## src/rtl/core/tlbcr_pkg.sv

```systemverilog
// Shared constants, request codes and controller/datapath types for the clock-replacement TLB.
package tlbcr_pkg;

   localparam int ENTRIES    = 64;
   localparam int SLOT_BITS  = $clog2(ENTRIES);
   localparam int COUNT_BITS = $clog2(ENTRIES + 1);
   localparam int PAGE_BITS  = 20;
   localparam int FRAME_BITS = 20;
   localparam int TYPE_BITS  = 2;

   localparam logic [TYPE_BITS-1:0] REQ_LOOKUP = 2'd0;
   localparam logic [TYPE_BITS-1:0] REQ_INSERT = 2'd1;
   localparam logic [TYPE_BITS-1:0] REQ_INVAL  = 2'd2;

   typedef struct packed {
      logic capture;     // latch the incoming word
      logic match;       // register the CAM match vector
      logic pick;        // encode slot and hit flags
      logic set_refs;    // mark every lookup match referenced
      logic sweep;       // one clock hand step
      logic read_frame;  // read frame memory at the chosen slot
      logic commit;      // write back insert / invalidate
      logic load_rsp;    // move result into the output register
   } cmd_type;

   typedef struct packed {
      logic [TYPE_BITS-1:0] req_type;
      logic                 any_match;
      logic                 free_avail;
      logic                 ref_at_hand;
   } status_type;

endpackage

```

## src/rtl/core/tlbcr_req_if.sv

```systemverilog
// Request channel: valid/ready handshake carrying one TLB request word.
interface tlbcr_req_if;
   logic                                valid;
   logic                                ready;
   logic [tlbcr_pkg::TYPE_BITS-1:0]     req_type;
   logic [tlbcr_pkg::PAGE_BITS-1:0]     page_number;
   logic [tlbcr_pkg::FRAME_BITS-1:0]    frame_number;

   modport source (output valid, req_type, page_number, frame_number, input ready);
   modport sink (input valid, req_type, page_number, frame_number, output ready);
endinterface

```

## src/rtl/core/tlbcr_rsp_if.sv

```systemverilog
// Response channel: valid/ready handshake carrying one TLB result word.
interface tlbcr_rsp_if;
   logic                                valid;
   logic                                ready;
   logic                                hit;
   logic [tlbcr_pkg::FRAME_BITS-1:0]    found_frame;
   logic [tlbcr_pkg::SLOT_BITS-1:0]     slot_used;
   logic                                replaced;

   modport source (output valid, hit, found_frame, slot_used, replaced, input ready);
   modport sink (input valid, hit, found_frame, slot_used, replaced, output ready);
endinterface

```

## src/rtl/core/tlb_clock_replacement_unit.sv

```systemverilog
// Top level of the fully associative TLB with clock (second chance) replacement.
//
//   channel  dir  handshake      word
//   req      in   valid/ready    req_type, page_number, frame_number
//   rsp      out  valid/ready    hit, found_frame, slot_used, replaced
//
// One request at a time. After acceptance come match and pick; a lookup miss or an
// unknown type then goes to the response, a lookup hit reads the frame, and invalidate
// and insert into a free slot commit; a full-table insert first takes k = 1..ENTRIES+1
// clock hand steps (one reference bit examined per cycle), then commits. Requests are
// accepted only in the idle state. Synchronous reset clears valid and reference bits and
// the hand, and sets the free count to ENTRIES.
// A result waiting in the output register holds off only the next result, not acceptance.
module tlb_clock_replacement_unit (
   input  logic          clock,
   input  logic          reset,
   tlbcr_req_if.sink     req,
   tlbcr_rsp_if.source   rsp
);

   tlbcr_pkg::cmd_type    cmd;
   tlbcr_pkg::status_type status;

   tlbcr_ctrl u_ctrl (
      .clock     (clock),
      .reset     (reset),
      .req_valid (req.valid),
      .req_ready (req.ready),
      .rsp_valid (rsp.valid),
      .rsp_ready (rsp.ready),
      .status    (status),
      .cmd       (cmd)
   );

   tlbcr_datapath u_datapath (
      .clock           (clock),
      .reset           (reset),
      .cmd             (cmd),
      .status          (status),
      .req_type        (req.req_type),
      .page_number     (req.page_number),
      .frame_number    (req.frame_number),
      .rsp_hit         (rsp.hit),
      .rsp_found_frame (rsp.found_frame),
      .rsp_slot_used   (rsp.slot_used),
      .rsp_replaced    (rsp.replaced)
   );

endmodule

```

## src/rtl/core/tlbcr_datapath.sv

```systemverilog
// TLB datapath: entry CAM, frame memory, clock hand, free count and result registers.
module tlbcr_datapath (
   input  logic                                clock,
   input  logic                                reset,
   input  tlbcr_pkg::cmd_type                  cmd,
   output tlbcr_pkg::status_type               status,
   input  logic [tlbcr_pkg::TYPE_BITS-1:0]     req_type,
   input  logic [tlbcr_pkg::PAGE_BITS-1:0]     page_number,
   input  logic [tlbcr_pkg::FRAME_BITS-1:0]    frame_number,
   output logic                                rsp_hit,
   output logic [tlbcr_pkg::FRAME_BITS-1:0]    rsp_found_frame,
   output logic [tlbcr_pkg::SLOT_BITS-1:0]     rsp_slot_used,
   output logic                                rsp_replaced
);

   function automatic logic [tlbcr_pkg::SLOT_BITS-1:0] lowest_set(
      input logic [tlbcr_pkg::ENTRIES-1:0] v);
      logic [tlbcr_pkg::SLOT_BITS-1:0] idx;
      idx = '0;
      for (int i = tlbcr_pkg::ENTRIES - 1; i >= 0; i--) begin
         if (v[i]) idx = tlbcr_pkg::SLOT_BITS'(i);
      end
      return idx;
   endfunction

   function automatic logic [tlbcr_pkg::SLOT_BITS-1:0] highest_set(
      input logic [tlbcr_pkg::ENTRIES-1:0] v);
      logic [tlbcr_pkg::SLOT_BITS-1:0] idx;
      idx = '0;
      for (int i = 0; i < tlbcr_pkg::ENTRIES; i++) begin
         if (v[i]) idx = tlbcr_pkg::SLOT_BITS'(i);
      end
      return idx;
   endfunction

   // latched request word
   logic [tlbcr_pkg::TYPE_BITS-1:0]    type_ff;
   logic [tlbcr_pkg::PAGE_BITS-1:0]    page_req_ff;
   logic [tlbcr_pkg::FRAME_BITS-1:0]   frame_req_ff;

   // entry state
   logic [tlbcr_pkg::ENTRIES-1:0]      valid_ff;
   logic [tlbcr_pkg::ENTRIES-1:0]      ref_ff;
   logic [tlbcr_pkg::PAGE_BITS-1:0]    page_ff [tlbcr_pkg::ENTRIES];
   logic [tlbcr_pkg::FRAME_BITS-1:0]   frame_mem [tlbcr_pkg::ENTRIES];
   logic [tlbcr_pkg::SLOT_BITS-1:0]    hand_ff;
   logic [tlbcr_pkg::SLOT_BITS-1:0]    hand_in;
   logic [tlbcr_pkg::COUNT_BITS-1:0]   free_ff;

   // per-request working registers
   logic [tlbcr_pkg::ENTRIES-1:0]      cam_hit;
   logic [tlbcr_pkg::ENTRIES-1:0]      match_ff;
   logic [tlbcr_pkg::SLOT_BITS-1:0]    slot_ff;
   logic                               hit_ff;
   logic                               repl_ff;
   logic                               from_free_ff;
   logic [tlbcr_pkg::FRAME_BITS-1:0]   found_ff;
   logic                               free_avail;

   // output register payload
   logic                               rsp_hit_ff;
   logic [tlbcr_pkg::FRAME_BITS-1:0]   rsp_found_ff;
   logic [tlbcr_pkg::SLOT_BITS-1:0]    rsp_slot_ff;
   logic                               rsp_repl_ff;

   always_comb begin
      for (int i = 0; i < tlbcr_pkg::ENTRIES; i++) begin
         cam_hit[i] = valid_ff[i] && (page_ff[i] == page_req_ff);
      end
   end

   assign free_avail = (free_ff != '0) && (|(~valid_ff));
   assign hand_in = (hand_ff == tlbcr_pkg::SLOT_BITS'(tlbcr_pkg::ENTRIES - 1)) ?
                    '0 : hand_ff + 1'b1;

   assign status.req_type    = type_ff;
   assign status.any_match   = |match_ff;
   assign status.free_avail  = free_avail;
   assign status.ref_at_hand = ref_ff[hand_ff];

   // control-relevant entry state
   always_ff @(posedge clock) begin
      if (reset) begin
         valid_ff <= '0;
         ref_ff   <= '0;
         hand_ff  <= '0;
         free_ff  <= tlbcr_pkg::COUNT_BITS'(tlbcr_pkg::ENTRIES);
      end else begin
         if (cmd.set_refs) ref_ff <= ref_ff | match_ff;
         if (cmd.sweep) begin
            if (ref_ff[hand_ff]) ref_ff[hand_ff] <= 1'b0;
            hand_ff <= hand_in;
         end
         if (cmd.commit) begin
            if (type_ff == tlbcr_pkg::REQ_INSERT) begin
               valid_ff[slot_ff] <= 1'b1;
               ref_ff[slot_ff]   <= 1'b1;
               if (from_free_ff) free_ff <= free_ff - 1'b1;
            end else if (type_ff == tlbcr_pkg::REQ_INVAL && hit_ff) begin
               valid_ff[slot_ff] <= 1'b0;
               ref_ff[slot_ff]   <= 1'b0;
               if (free_ff != tlbcr_pkg::COUNT_BITS'(tlbcr_pkg::ENTRIES)) begin
                  free_ff <= free_ff + 1'b1;
               end
            end
         end
      end
   end

   // payload registers and memories
   always_ff @(posedge clock) begin
      if (cmd.capture) begin
         type_ff      <= req_type;
         page_req_ff  <= page_number;
         frame_req_ff <= frame_number;
      end
      if (cmd.match) match_ff <= cam_hit;
      if (cmd.pick) begin
         hit_ff       <= ((type_ff == tlbcr_pkg::REQ_LOOKUP) ||
                          (type_ff == tlbcr_pkg::REQ_INVAL)) && (|match_ff);
         repl_ff      <= 1'b0;
         from_free_ff <= (type_ff == tlbcr_pkg::REQ_INSERT) && free_avail;
         found_ff     <= '0;
         case (type_ff)
            tlbcr_pkg::REQ_LOOKUP: slot_ff <= highest_set(match_ff);
            tlbcr_pkg::REQ_INVAL:  slot_ff <= lowest_set(match_ff);
            tlbcr_pkg::REQ_INSERT: slot_ff <= lowest_set(~valid_ff);
            default:               slot_ff <= '0;
         endcase
      end
      // victim found: bit already clear
      if (cmd.sweep && !ref_ff[hand_ff]) begin
         slot_ff <= hand_ff;
         repl_ff <= valid_ff[hand_ff];
      end
      if (cmd.read_frame) found_ff <= frame_mem[slot_ff];
      if (cmd.commit && type_ff == tlbcr_pkg::REQ_INSERT) begin
         page_ff[slot_ff]   <= page_req_ff;
         frame_mem[slot_ff] <= frame_req_ff;
      end
      if (cmd.load_rsp) begin
         rsp_hit_ff   <= hit_ff;
         rsp_found_ff <= found_ff;
         rsp_slot_ff  <= slot_ff;
         rsp_repl_ff  <= repl_ff;
      end
   end

   assign rsp_hit         = rsp_hit_ff;
   assign rsp_found_frame = rsp_found_ff;
   assign rsp_slot_used   = rsp_slot_ff;
   assign rsp_replaced    = rsp_repl_ff;

endmodule

```

## src/rtl/core/tlbcr_ctrl.sv

```systemverilog
// TLB controller: sequences match, pick, clock sweep, frame read, commit and response.
module tlbcr_ctrl (
   input  logic                  clock,
   input  logic                  reset,
   input  logic                  req_valid,
   output logic                  req_ready,
   output logic                  rsp_valid,
   input  logic                  rsp_ready,
   input  tlbcr_pkg::status_type status,
   output tlbcr_pkg::cmd_type    cmd
);

   localparam logic [2:0] ST_IDLE   = 3'd0;
   localparam logic [2:0] ST_MATCH  = 3'd1;
   localparam logic [2:0] ST_PICK   = 3'd2;
   localparam logic [2:0] ST_SWEEP  = 3'd3;
   localparam logic [2:0] ST_READ   = 3'd4;
   localparam logic [2:0] ST_COMMIT = 3'd5;
   localparam logic [2:0] ST_RESP   = 3'd6;

   logic [2:0] state_ff;
   logic [2:0] state_in;
   logic       rsp_valid_ff;
   logic       rsp_valid_in;
   logic       out_free;

   assign out_free  = !rsp_valid_ff || rsp_ready;
   assign req_ready = (state_ff == ST_IDLE);
   assign rsp_valid = rsp_valid_ff;

   always_comb begin
      cmd          = '0;
      state_in     = state_ff;
      rsp_valid_in = rsp_valid_ff && !rsp_ready;
      case (state_ff)
         ST_IDLE: begin
            if (req_valid) begin
               cmd.capture = 1'b1;
               state_in    = ST_MATCH;
            end
         end
         ST_MATCH: begin
            cmd.match = 1'b1;
            state_in  = ST_PICK;
         end
         ST_PICK: begin
            cmd.pick = 1'b1;
            case (status.req_type)
               tlbcr_pkg::REQ_LOOKUP: begin
                  cmd.set_refs = 1'b1;
                  state_in     = status.any_match ? ST_READ : ST_RESP;
               end
               tlbcr_pkg::REQ_INSERT: state_in = status.free_avail ? ST_COMMIT : ST_SWEEP;
               tlbcr_pkg::REQ_INVAL:  state_in = ST_COMMIT;
               default:               state_in = ST_RESP;
            endcase
         end
         ST_SWEEP: begin
            cmd.sweep = 1'b1;
            if (!status.ref_at_hand) state_in = ST_COMMIT;
         end
         ST_READ: begin
            cmd.read_frame = 1'b1;
            state_in       = ST_RESP;
         end
         ST_COMMIT: begin
            cmd.commit = 1'b1;
            state_in   = ST_RESP;
         end
         ST_RESP: begin
            if (out_free) begin
               cmd.load_rsp = 1'b1;
               rsp_valid_in = 1'b1;
               state_in     = ST_IDLE;
            end
         end
         default: state_in = ST_IDLE;
      endcase
   end

   always_ff @(posedge clock) begin
      if (reset) begin
         state_ff     <= ST_IDLE;
         rsp_valid_ff <= 1'b0;
      end else begin
         state_ff     <= state_in;
         rsp_valid_ff <= rsp_valid_in;
      end
   end

endmodule
```

## src/flat_wrapper.sv

```systemverilog
// flat-port wrapper written by rule: the top's interface ports become plain ports
module tlb_clock_replacement_unit_flat 
  (clock, reset, req_valid, req_req_type, req_page_number, req_frame_number, req_ready, rsp_valid, rsp_hit, rsp_found_frame, rsp_slot_used, rsp_replaced, rsp_ready);
  tlbcr_req_if req_i ();
  tlbcr_rsp_if rsp_i ();
  input  logic clock;
  input  logic reset;
  input wire logic [$bits(req_i.valid)-1:0] req_valid;
  input wire logic [$bits(req_i.req_type)-1:0] req_req_type;
  input wire logic [$bits(req_i.page_number)-1:0] req_page_number;
  input wire logic [$bits(req_i.frame_number)-1:0] req_frame_number;
  output wire logic [$bits(req_i.ready)-1:0] req_ready;
  output wire logic [$bits(rsp_i.valid)-1:0] rsp_valid;
  output wire logic [$bits(rsp_i.hit)-1:0] rsp_hit;
  output wire logic [$bits(rsp_i.found_frame)-1:0] rsp_found_frame;
  output wire logic [$bits(rsp_i.slot_used)-1:0] rsp_slot_used;
  output wire logic [$bits(rsp_i.replaced)-1:0] rsp_replaced;
  input wire logic [$bits(rsp_i.ready)-1:0] rsp_ready;
  assign req_i.valid = req_valid;
  assign req_i.req_type = req_req_type;
  assign req_i.page_number = req_page_number;
  assign req_i.frame_number = req_frame_number;
  assign req_ready = req_i.ready;
  assign rsp_valid = rsp_i.valid;
  assign rsp_hit = rsp_i.hit;
  assign rsp_found_frame = rsp_i.found_frame;
  assign rsp_slot_used = rsp_i.slot_used;
  assign rsp_replaced = rsp_i.replaced;
  assign rsp_i.ready = rsp_ready;
  tlb_clock_replacement_unit u_core (.clock(clock), .reset(reset), .req(req_i), .rsp(rsp_i));
endmodule
```

## config.mk

```make
export PLATFORM = sky130hd
export DESIGN_NAME = tlb_clock_replacement_unit_flat
export DESIGN_NICKNAME = d
export VERILOG_FILES = /design/src/rtl/core/tlbcr_pkg.sv /design/src/rtl/core/tlbcr_req_if.sv /design/src/rtl/core/tlbcr_rsp_if.sv /design/src/rtl/core/tlb_clock_replacement_unit.sv /design/src/rtl/core/tlbcr_datapath.sv /design/src/rtl/core/tlbcr_ctrl.sv /design/src/flat_wrapper.sv
export SDC_FILE = /design/constraint.sdc
export NUM_CORES = 2
export LEC_CHECK = 0
export ABC_AREA = 0
export BUFFER_PORTS_ARGS = -buffer_cell sky130_fd_sc_hd__buf_2
export CAP_MARGIN = 0
export CORE_MARGIN = 1.5
export CORE_UTILIZATION = 40
export DETAILED_ROUTE_END_ITERATION = 6
export PLACE_DENSITY_LB_ADDON = 0.15
export SYNTH_ARGS = -nofsm -noshare
export SYNTH_HDL_FRONTEND = slang
export SYNTH_SLANG_ARGS = --single-unit
```

## constraint.sdc

```tcl
create_clock -name clock -period 5 [get_ports clock]
set_clock_uncertainty 0.05 [all_clocks]
set_input_delay 1 -clock clock [delete_from_list [all_inputs] [get_ports clock]]
set_output_delay 1 -clock clock [all_outputs]
set_load 0.01 [all_outputs]
```

---- Word-level counts from Yosys, hierarchy flattened ----
Memory sizes are Yosys's and may differ from the RTL's. A register that Yosys moved wholly into a read port is not among the register bits.
Index checks and enable logic that the tools add are counted.
cells by class
  add/subtract/negate cells ............... 3
  order comparisons ....................... 4
  equal/unequal tests ..................... 78
  mux-type cells .......................... 243
  bitwise operators ....................... 9
  reduce and logical (&&, ||, !) cells .... 91
operators by type and width
  operator                                                                number
  20-bit == test                                                          64
  6-bit two-way mux                                                       194
  64-bit two-way mux                                                      10
  64-bit AND                                                              3
  64-bit inverter                                                         3
  64-bit OR                                                               3
  64-bit OR reduction                                                     2
  1-bit logical AND                                                       73
  20-bit two-way mux                                                      2
  7-bit two-way mux                                                       4
  1-bit two-way mux                                                       20
  3-bit one-hot mux with 6 select lines                                   1
  6-bit one-hot mux with 3 select lines                                   1
  6-bit by 7-bit < comparator with 1-bit output (second input constant)   2
  1-bit binary-select mux with 6-bit select                               2
  1-bit demux with 6-bit select                                           2
  6-bit by 1-bit >= comparator with 1-bit output (second input constant)  2
  3-bit two-way mux                                                       4
  3-bit == test (second input constant)                                   3
  3-bit one-hot mux with 3 select lines                                   1
  2-bit != test (second input constant)                                   4
  2-bit nonzero test                                                      4
  7-bit by 1-bit adder with 7-bit output (second input constant)          1
  7-bit != test (second input constant)                                   1
  17 further kinds                                                        22
storage, ports and cells
  flip-flop bits (word level) ............. 308
  bits in writable memories ............... 2560
  input bits .............................. 46
  word-level logic and storage cells ...... 449
  memories kept ........................... 2
memories
  name                         words  bits a word  read ports  clocked after Yosys merged registers in  write ports  RTL line              RTL
  u_core.u_datapath.frame_mem  64     20           1           1                                        1            tlbcr_datapath.sv:45  logic [tlbcr_pkg::FRAME_BITS-1:0] frame_mem [tlbcr_pkg::ENTRIES];
  u_core.u_datapath.page_ff    64     20           64          0                                        1            tlbcr_datapath.sv:44  logic [tlbcr_pkg::PAGE_BITS-1:0] page_ff [tlbcr_pkg::ENTRIES];

---- Depth between registers and ports, before layout ----
  word-level depth ........................ 69
  gate-level depth with buffers ........... 12
  depth with buffers taken out ............ 12

---- By module ----
Synthesis repeated with hierarchy kept, for this count alone.
unflattened totals
  cell total of the unflattened synthesis .. 6614
  area total of the unflattened synthesis .. 116799.5 µm²
modules (own cells, without submodules)
  module          times used  cells an instance  area an instance (µm²)  sequential area each (µm²)
  tlbcr_datapath  1           6569               116409.1                84711.2
  tlbcr_ctrl      1           45                 390.4                   80.1

---- Worst setup path before layout ----
OpenSTA, ideal clock, no wires.
  path kind ............................... register to register
  from .................................... reg u_core.u_ctrl.state_ff[0]
  to ...................................... reg u_core.u_datapath.match_ff[0] (netlist bit), enable pin
  setup time .............................. 0.493 ns
  arrival time ............................ 3.484 ns
  data required time ...................... 4.457 ns
  slack ................................... 0.973 ns
  stages on the path, launching flop included .. 3
  buffers on the path ..................... 0
  period minus slack after synthesis ...... 4.027 ns
  cell sequence ........................... dfxtp_1 nor2b_1 nor2b_1
between the ends
  longest elaborated chain between the ends .. 2
ends and longest elaborated chain
  item                                      RTL line               RTL
  start: declaration                        tlbcr_ctrl.sv:21       logic [2:0] state_ff;
  start signal: assignment                  tlbcr_ctrl.sv:86       state_ff <= state_in;
  3-bit by 1-bit == test with 1-bit output  tlbcr_ctrl.sv:35       case (state_ff)
  1-bit two-way mux                         tlbcr_ctrl.sv:35
  end signal: assignment                    tlbcr_datapath.sv:117  if (cmd.match) match_ff <= cam_hit;
  end: declaration                          tlbcr_datapath.sv:52   logic [tlbcr_pkg::ENTRIES-1:0] match_ff;
Every way passes these cells.
A chain may end at the register's enable or synchronous reset.

---- Worst setup path after layout ----
  from .................................... reg u_core.u_ctrl.state_ff[2]
  to ...................................... mem u_core.u_datapath.page_ff[23][17] (netlist bit), enable pin
between the ends
  longest elaborated chain between the ends .. 5
ends and longest elaborated chain
  item                                     RTL line               RTL
  3-bit == test                            tlbcr_ctrl.sv:35
  1-bit two-way mux                        tlbcr_ctrl.sv:35
  1-bit logical AND                        tlbcr_datapath.sv:137  if (cmd.commit && type_ff == tlbcr_pkg::REQ_INSERT) begin
  1-bit two-way mux                        tlbcr_datapath.sv:137
  1-bit two-way mux (not written as such)  tlbcr_datapath.sv:138  page_ff[slot_ff] <= page_req_ff;
  end: declaration                         tlbcr_datapath.sv:44
Every way passes these cells.

==> impl_metrics.csv <==
group,metric,value,unit
die,die_y,543,µm
synth,synth.distinct_cells,83,
global_routing,antenna_found_initial,9,
global_routing,grt_pass1_vias,62400,
layout,fillers,24700,
setup_path,reg2reg_to,"u_core.u_datapath.page_ff[23][17]",
cts,cts_tree,"yes",
sta,finalSetupViolCount,0,
cts,htree_levels,5,
global_routing,grt_pass1_wl,482,mm
run_status,outcome,"complete, but fails checks",
layout,layout-drive-gt1-share,18.8,%
die,start_util,40.2,%
run,maxCapViolCount,1,
drt,drt_wl_total,343,mm
synth,synth-edff-count,2723,
power_and_ir_drop,p_per_area,509,nW/µm²
min_path,min-delay-start,"req_page_number[10]",
setup_path,worstPathArrival,4.64,ns
setup_path,r2r_cells,6,
min_path,whs_endpoint,"u_core.u_datapath.page_req_ff[10]",
die,fp.dieArea,295000,µm²
cts,worstSkewPairLatency,0.92,ns
min_path,hold_path_class,"input port to flop",
synth,synthSimpleGateAreaFrac,4.57,%
synth,synth_mux_area_share,8.65,%
power_and_ir_drop,ir_drop,320,µV
setup_path,critPathKind,"flop to flop",
cts,post_cts_buffers,0,
synth,synthesis.area,117000,µm²
setup_path,setup.worst_path.start_class,"flop",
min_path,holdPathStages,1,
setup_path,path_cells,"and2b_2 > nand3_1 > nor2_1 > nand2_1 > inv_2 > buf_4",
layout,area_delta_synth_final,14.9,%
power_and_ir_drop,leakage,42.0,nW
power_and_ir_drop,pwr-share-clk,33.5,%
cts,cts_hold_buf,0,
sta,min_period,4.13,ns
sta,max-slew-margin-rel,-0.677,%
cts,clock-sinks,2874,
synth,async_reset_ff_share,0,%
setup_path,r2r_slack,0.87,ns
die,fp.dieW,543,µm
drt,post-route-drc-count,0,
setup_path,endpoint_kind,"flop",
synth,synth-adder-area-share,0.124,%
sta,rsz0062_at_grt,"false",
die,pin_count,76,
cts,clk_path_buf_depth,4,
drt,drtPass1Iterations,6,
global_routing,grt_usage,23.0,%
drt,viasPerCell,5.54,
layout,nets,7078,
power_and_ir_drop,p_comb_share,22.8,%
synth,yosys_register_bits,2874,
cts,cts_buffers,318,
synth,synth_top_family_by_area,"XOR/XNOR gates",
layout,multiInputGateArea,30300,µm²
placement,placed_cell_area,124000,µm²
drt,dr_total_vias,61900,
synth,synth_common_cells,"edfxtp_1 (2723), xnor2_1 (685), xor2_1 (604), mux4_2 (436), a21oi_1 (310)",
synth,yosysMostFrequentCell,"edfxtp_1",
cts,cts_resized,0,
cts,cts.clk_slew.worst_paths,0.06,ns
global_routing,overflow,0,
setup_path,cp.required,5.51,ns
run_status,violations,"capacitance limit, slew limit",
layout,postLayoutCellArea,134000,µm²
sta,timing.final.ws_setup,0.871,ns
power_and_ir_drop,internal-power,47.9,mW
sta,hold_viol_final,0,
synth,synth_flop_cell,"edfxtp_1",
synth,synth-compound-area-share,2.91,%
synth,yosys_warnings,0,
sta,drv_slew,9,
setup_path,critPathMaxStageDelay,0.78,ns
synth,synth_top_area_share,70.0,%
placement,pre_cts_slack,1.05,ns
synth,yosysSeqAreaShare,72.6,%
drt,drtIter0Drc,6453,
setup_path,regToRegStartpoint,"u_core.u_ctrl.state_ff[2]",
die,rows,198,
placement,dpl.hpwl,215,mm
power_and_ir_drop,power_frac_seq,43.7,%
synth,synth_area_per_cell,17.6,µm²
sta,max_slew.worst_pin.slew,1.50,ns
power_and_ir_drop,switchingPower,20.4,mW
power_and_ir_drop,netSwitchingFraction,29.8,%
synth,synth_xor_xnor_area_share,9.67,%
sta,fmax,242,MHz
drt,antenna_left,0,
synth,syn-num-nets,6684,
cts,root_buffer,"clkbuf_16",
layout,fin_util,46.2,%
synth,synth_area_leaders,"edfxtp_1 (70%), mux4_2 (8.4%), xnor2_1 (5.1%), xor2_1 (4.5%), dfxtp_1 (2.6%)",
sta,fin_crit_sh,82.6,%
synth,yosys.area.top_type,"edfxtp_1",
global_routing,grt_max_degree,85,
layout,regArea,84800,µm²
die,core,291000,µm²
sta,hold_slack,0.201,ns
synth,syn_inst,6627,
placement,portBuffers,75,
sta,tns,0,ns
drt,wl_per_cell,30.7,µm
placement,gp_congestion,0.975,
setup_path,critPathMaxFanout,19,
setup_path,cp_slowest_cell,"nor2_1",
[registers in the layout (all words and copies together), names as in the netlist, 7 cells and up, named ones only]
name                               cells
u_core.u_datapath.page_req_ff         20
u_core.u_datapath.frame_req_ff        20
u_core.u_datapath.frame_mem         1280
u_core.u_datapath.found_ff            20
u_core.u_datapath.free_ff              7
u_core.u_datapath.match_ff            64
u_core.u_datapath.page_ff           1280
u_core.u_datapath.ref_ff              64
u_core.u_datapath.rsp_found_frame     20
[placed cells by master (no fill, tap or decap), drive strengths merged, types with 8 or more instances in the layout]
cell type / instances
xor2: 604
nor4: 233
edfxtp: 2723
o31ai: 12
nand4: 210
mux4: 437
nand2b: 17
o22ai: 8
clkbuf: 395
a211oi: 9
clkinvlp: 9
a31oi: 18
nor2: 107
o21ai: 177
nor3: 42
nor3b: 9
or2: 12
buf: 386
nand3: 81
bufinv: 24
xnor2: 685
clkinv: 141
mux2: 8
and2: 8
and3: 10
inv: 116
a221oi: 8
ha: 10
dfxtp: 151
nor2b: 39
nand2: 145
mux2i: 17
a21oi: 310
[layout make-up]
class / count / area share [%]
Sequential cell: 2874 / 63.2
Antenna cell: 3 / 0.00559
Tap cell: 3900 / 3.64
Clock inverter: 180 / 1.23
Timing Repair Buffer: 386 / 2.80
Inverter: 110 / 0.315
Multi-Input combinational cell: 3331 / 22.6
Clock buffer: 395 / 6.25
[cell families (layout without fill, tap and decap cells)]
| logic type | Yosys count | in the layout |
|---|---|---|
| flip-flops | 2874 | 2874 |
| XOR/XNOR | 1289 | 1289 |
| AND/OR/NAND/NOR | 960 | 960 |
| AO/OA/AOI/OAI | 609 | 609 |
| multiplexers | 462 | 462 |
| buffers and inverters | 422 | 1071 |
| adder cells (fa/ha/maj) | 11 | 11 |
| other | 0 | 3 |
[through the flow]
stage	std cells	total power, mW
finish	11200	68.3
global route	11200	70.7
CTS	11200	69.2
detailed placement	10600	46.3
global placement	10600	46.2
floorplan	6627	39.4
[worst max-delay path: cells and delay by family, from the launching register on]
| family | cells | cell delay, ns |
|---|---|---|
| buffers and inverters | 2 | 0.94 |
| DFF | 1 | 0.63 |
| and+or+nand+nor | 4 | 2.15 |
[worst max path at each step]
stage | start | end | slack [ns] | cells after the start
2_1_floorplan | u_core.u_ctrl.state_ff[0] | u_core.u_datapath.match_ff[0] | 0.97 | 2
3_3_place_gp | u_core.u_ctrl.state_ff[2] | u_core.u_datapath.page_ff[23][5] | 1.15 | 6
5_1_grt | u_core.u_ctrl.state_ff[2] | u_core.u_datapath.page_ff[23][19] | 0.73 | 6
3_5_place_dp | u_core.u_ctrl.state_ff[2] | u_core.u_datapath.frame_mem[6][19] | 1.05 | 6
6_report | u_core.u_ctrl.state_ff[2] | u_core.u_datapath.page_ff[23][17] | 0.87 | 6
4_1_cts | u_core.u_ctrl.state_ff[2] | u_core.u_datapath.frame_mem[6][5] | 1.0 | 6
[power groups by stage]
stage	Sequential [mW]	Combinational [mW]	Clock [mW]
finish	29.9	15.6	22.9
global route	29.9	16.6	24.2
CTS	29.8	16.1	23.3
detailed placement	30.3	16.0	0
global placement	30.3	15.9	0
floorplan	30.0	9.43	0
[layer usage]
layer / global-route usage (%) / vias to the layer above / wire length (µm)
met1: 31.2 / 32700 / 145000
met5: 0 / - / 0
met4: 7.02 / 0 / 10400
li1: - / 26600 / -
met3: 2.98 / 520 / 18100
met2: 38.7 / 2095 / 169000
Note: power is estimated with default switching activity, not from simulation.
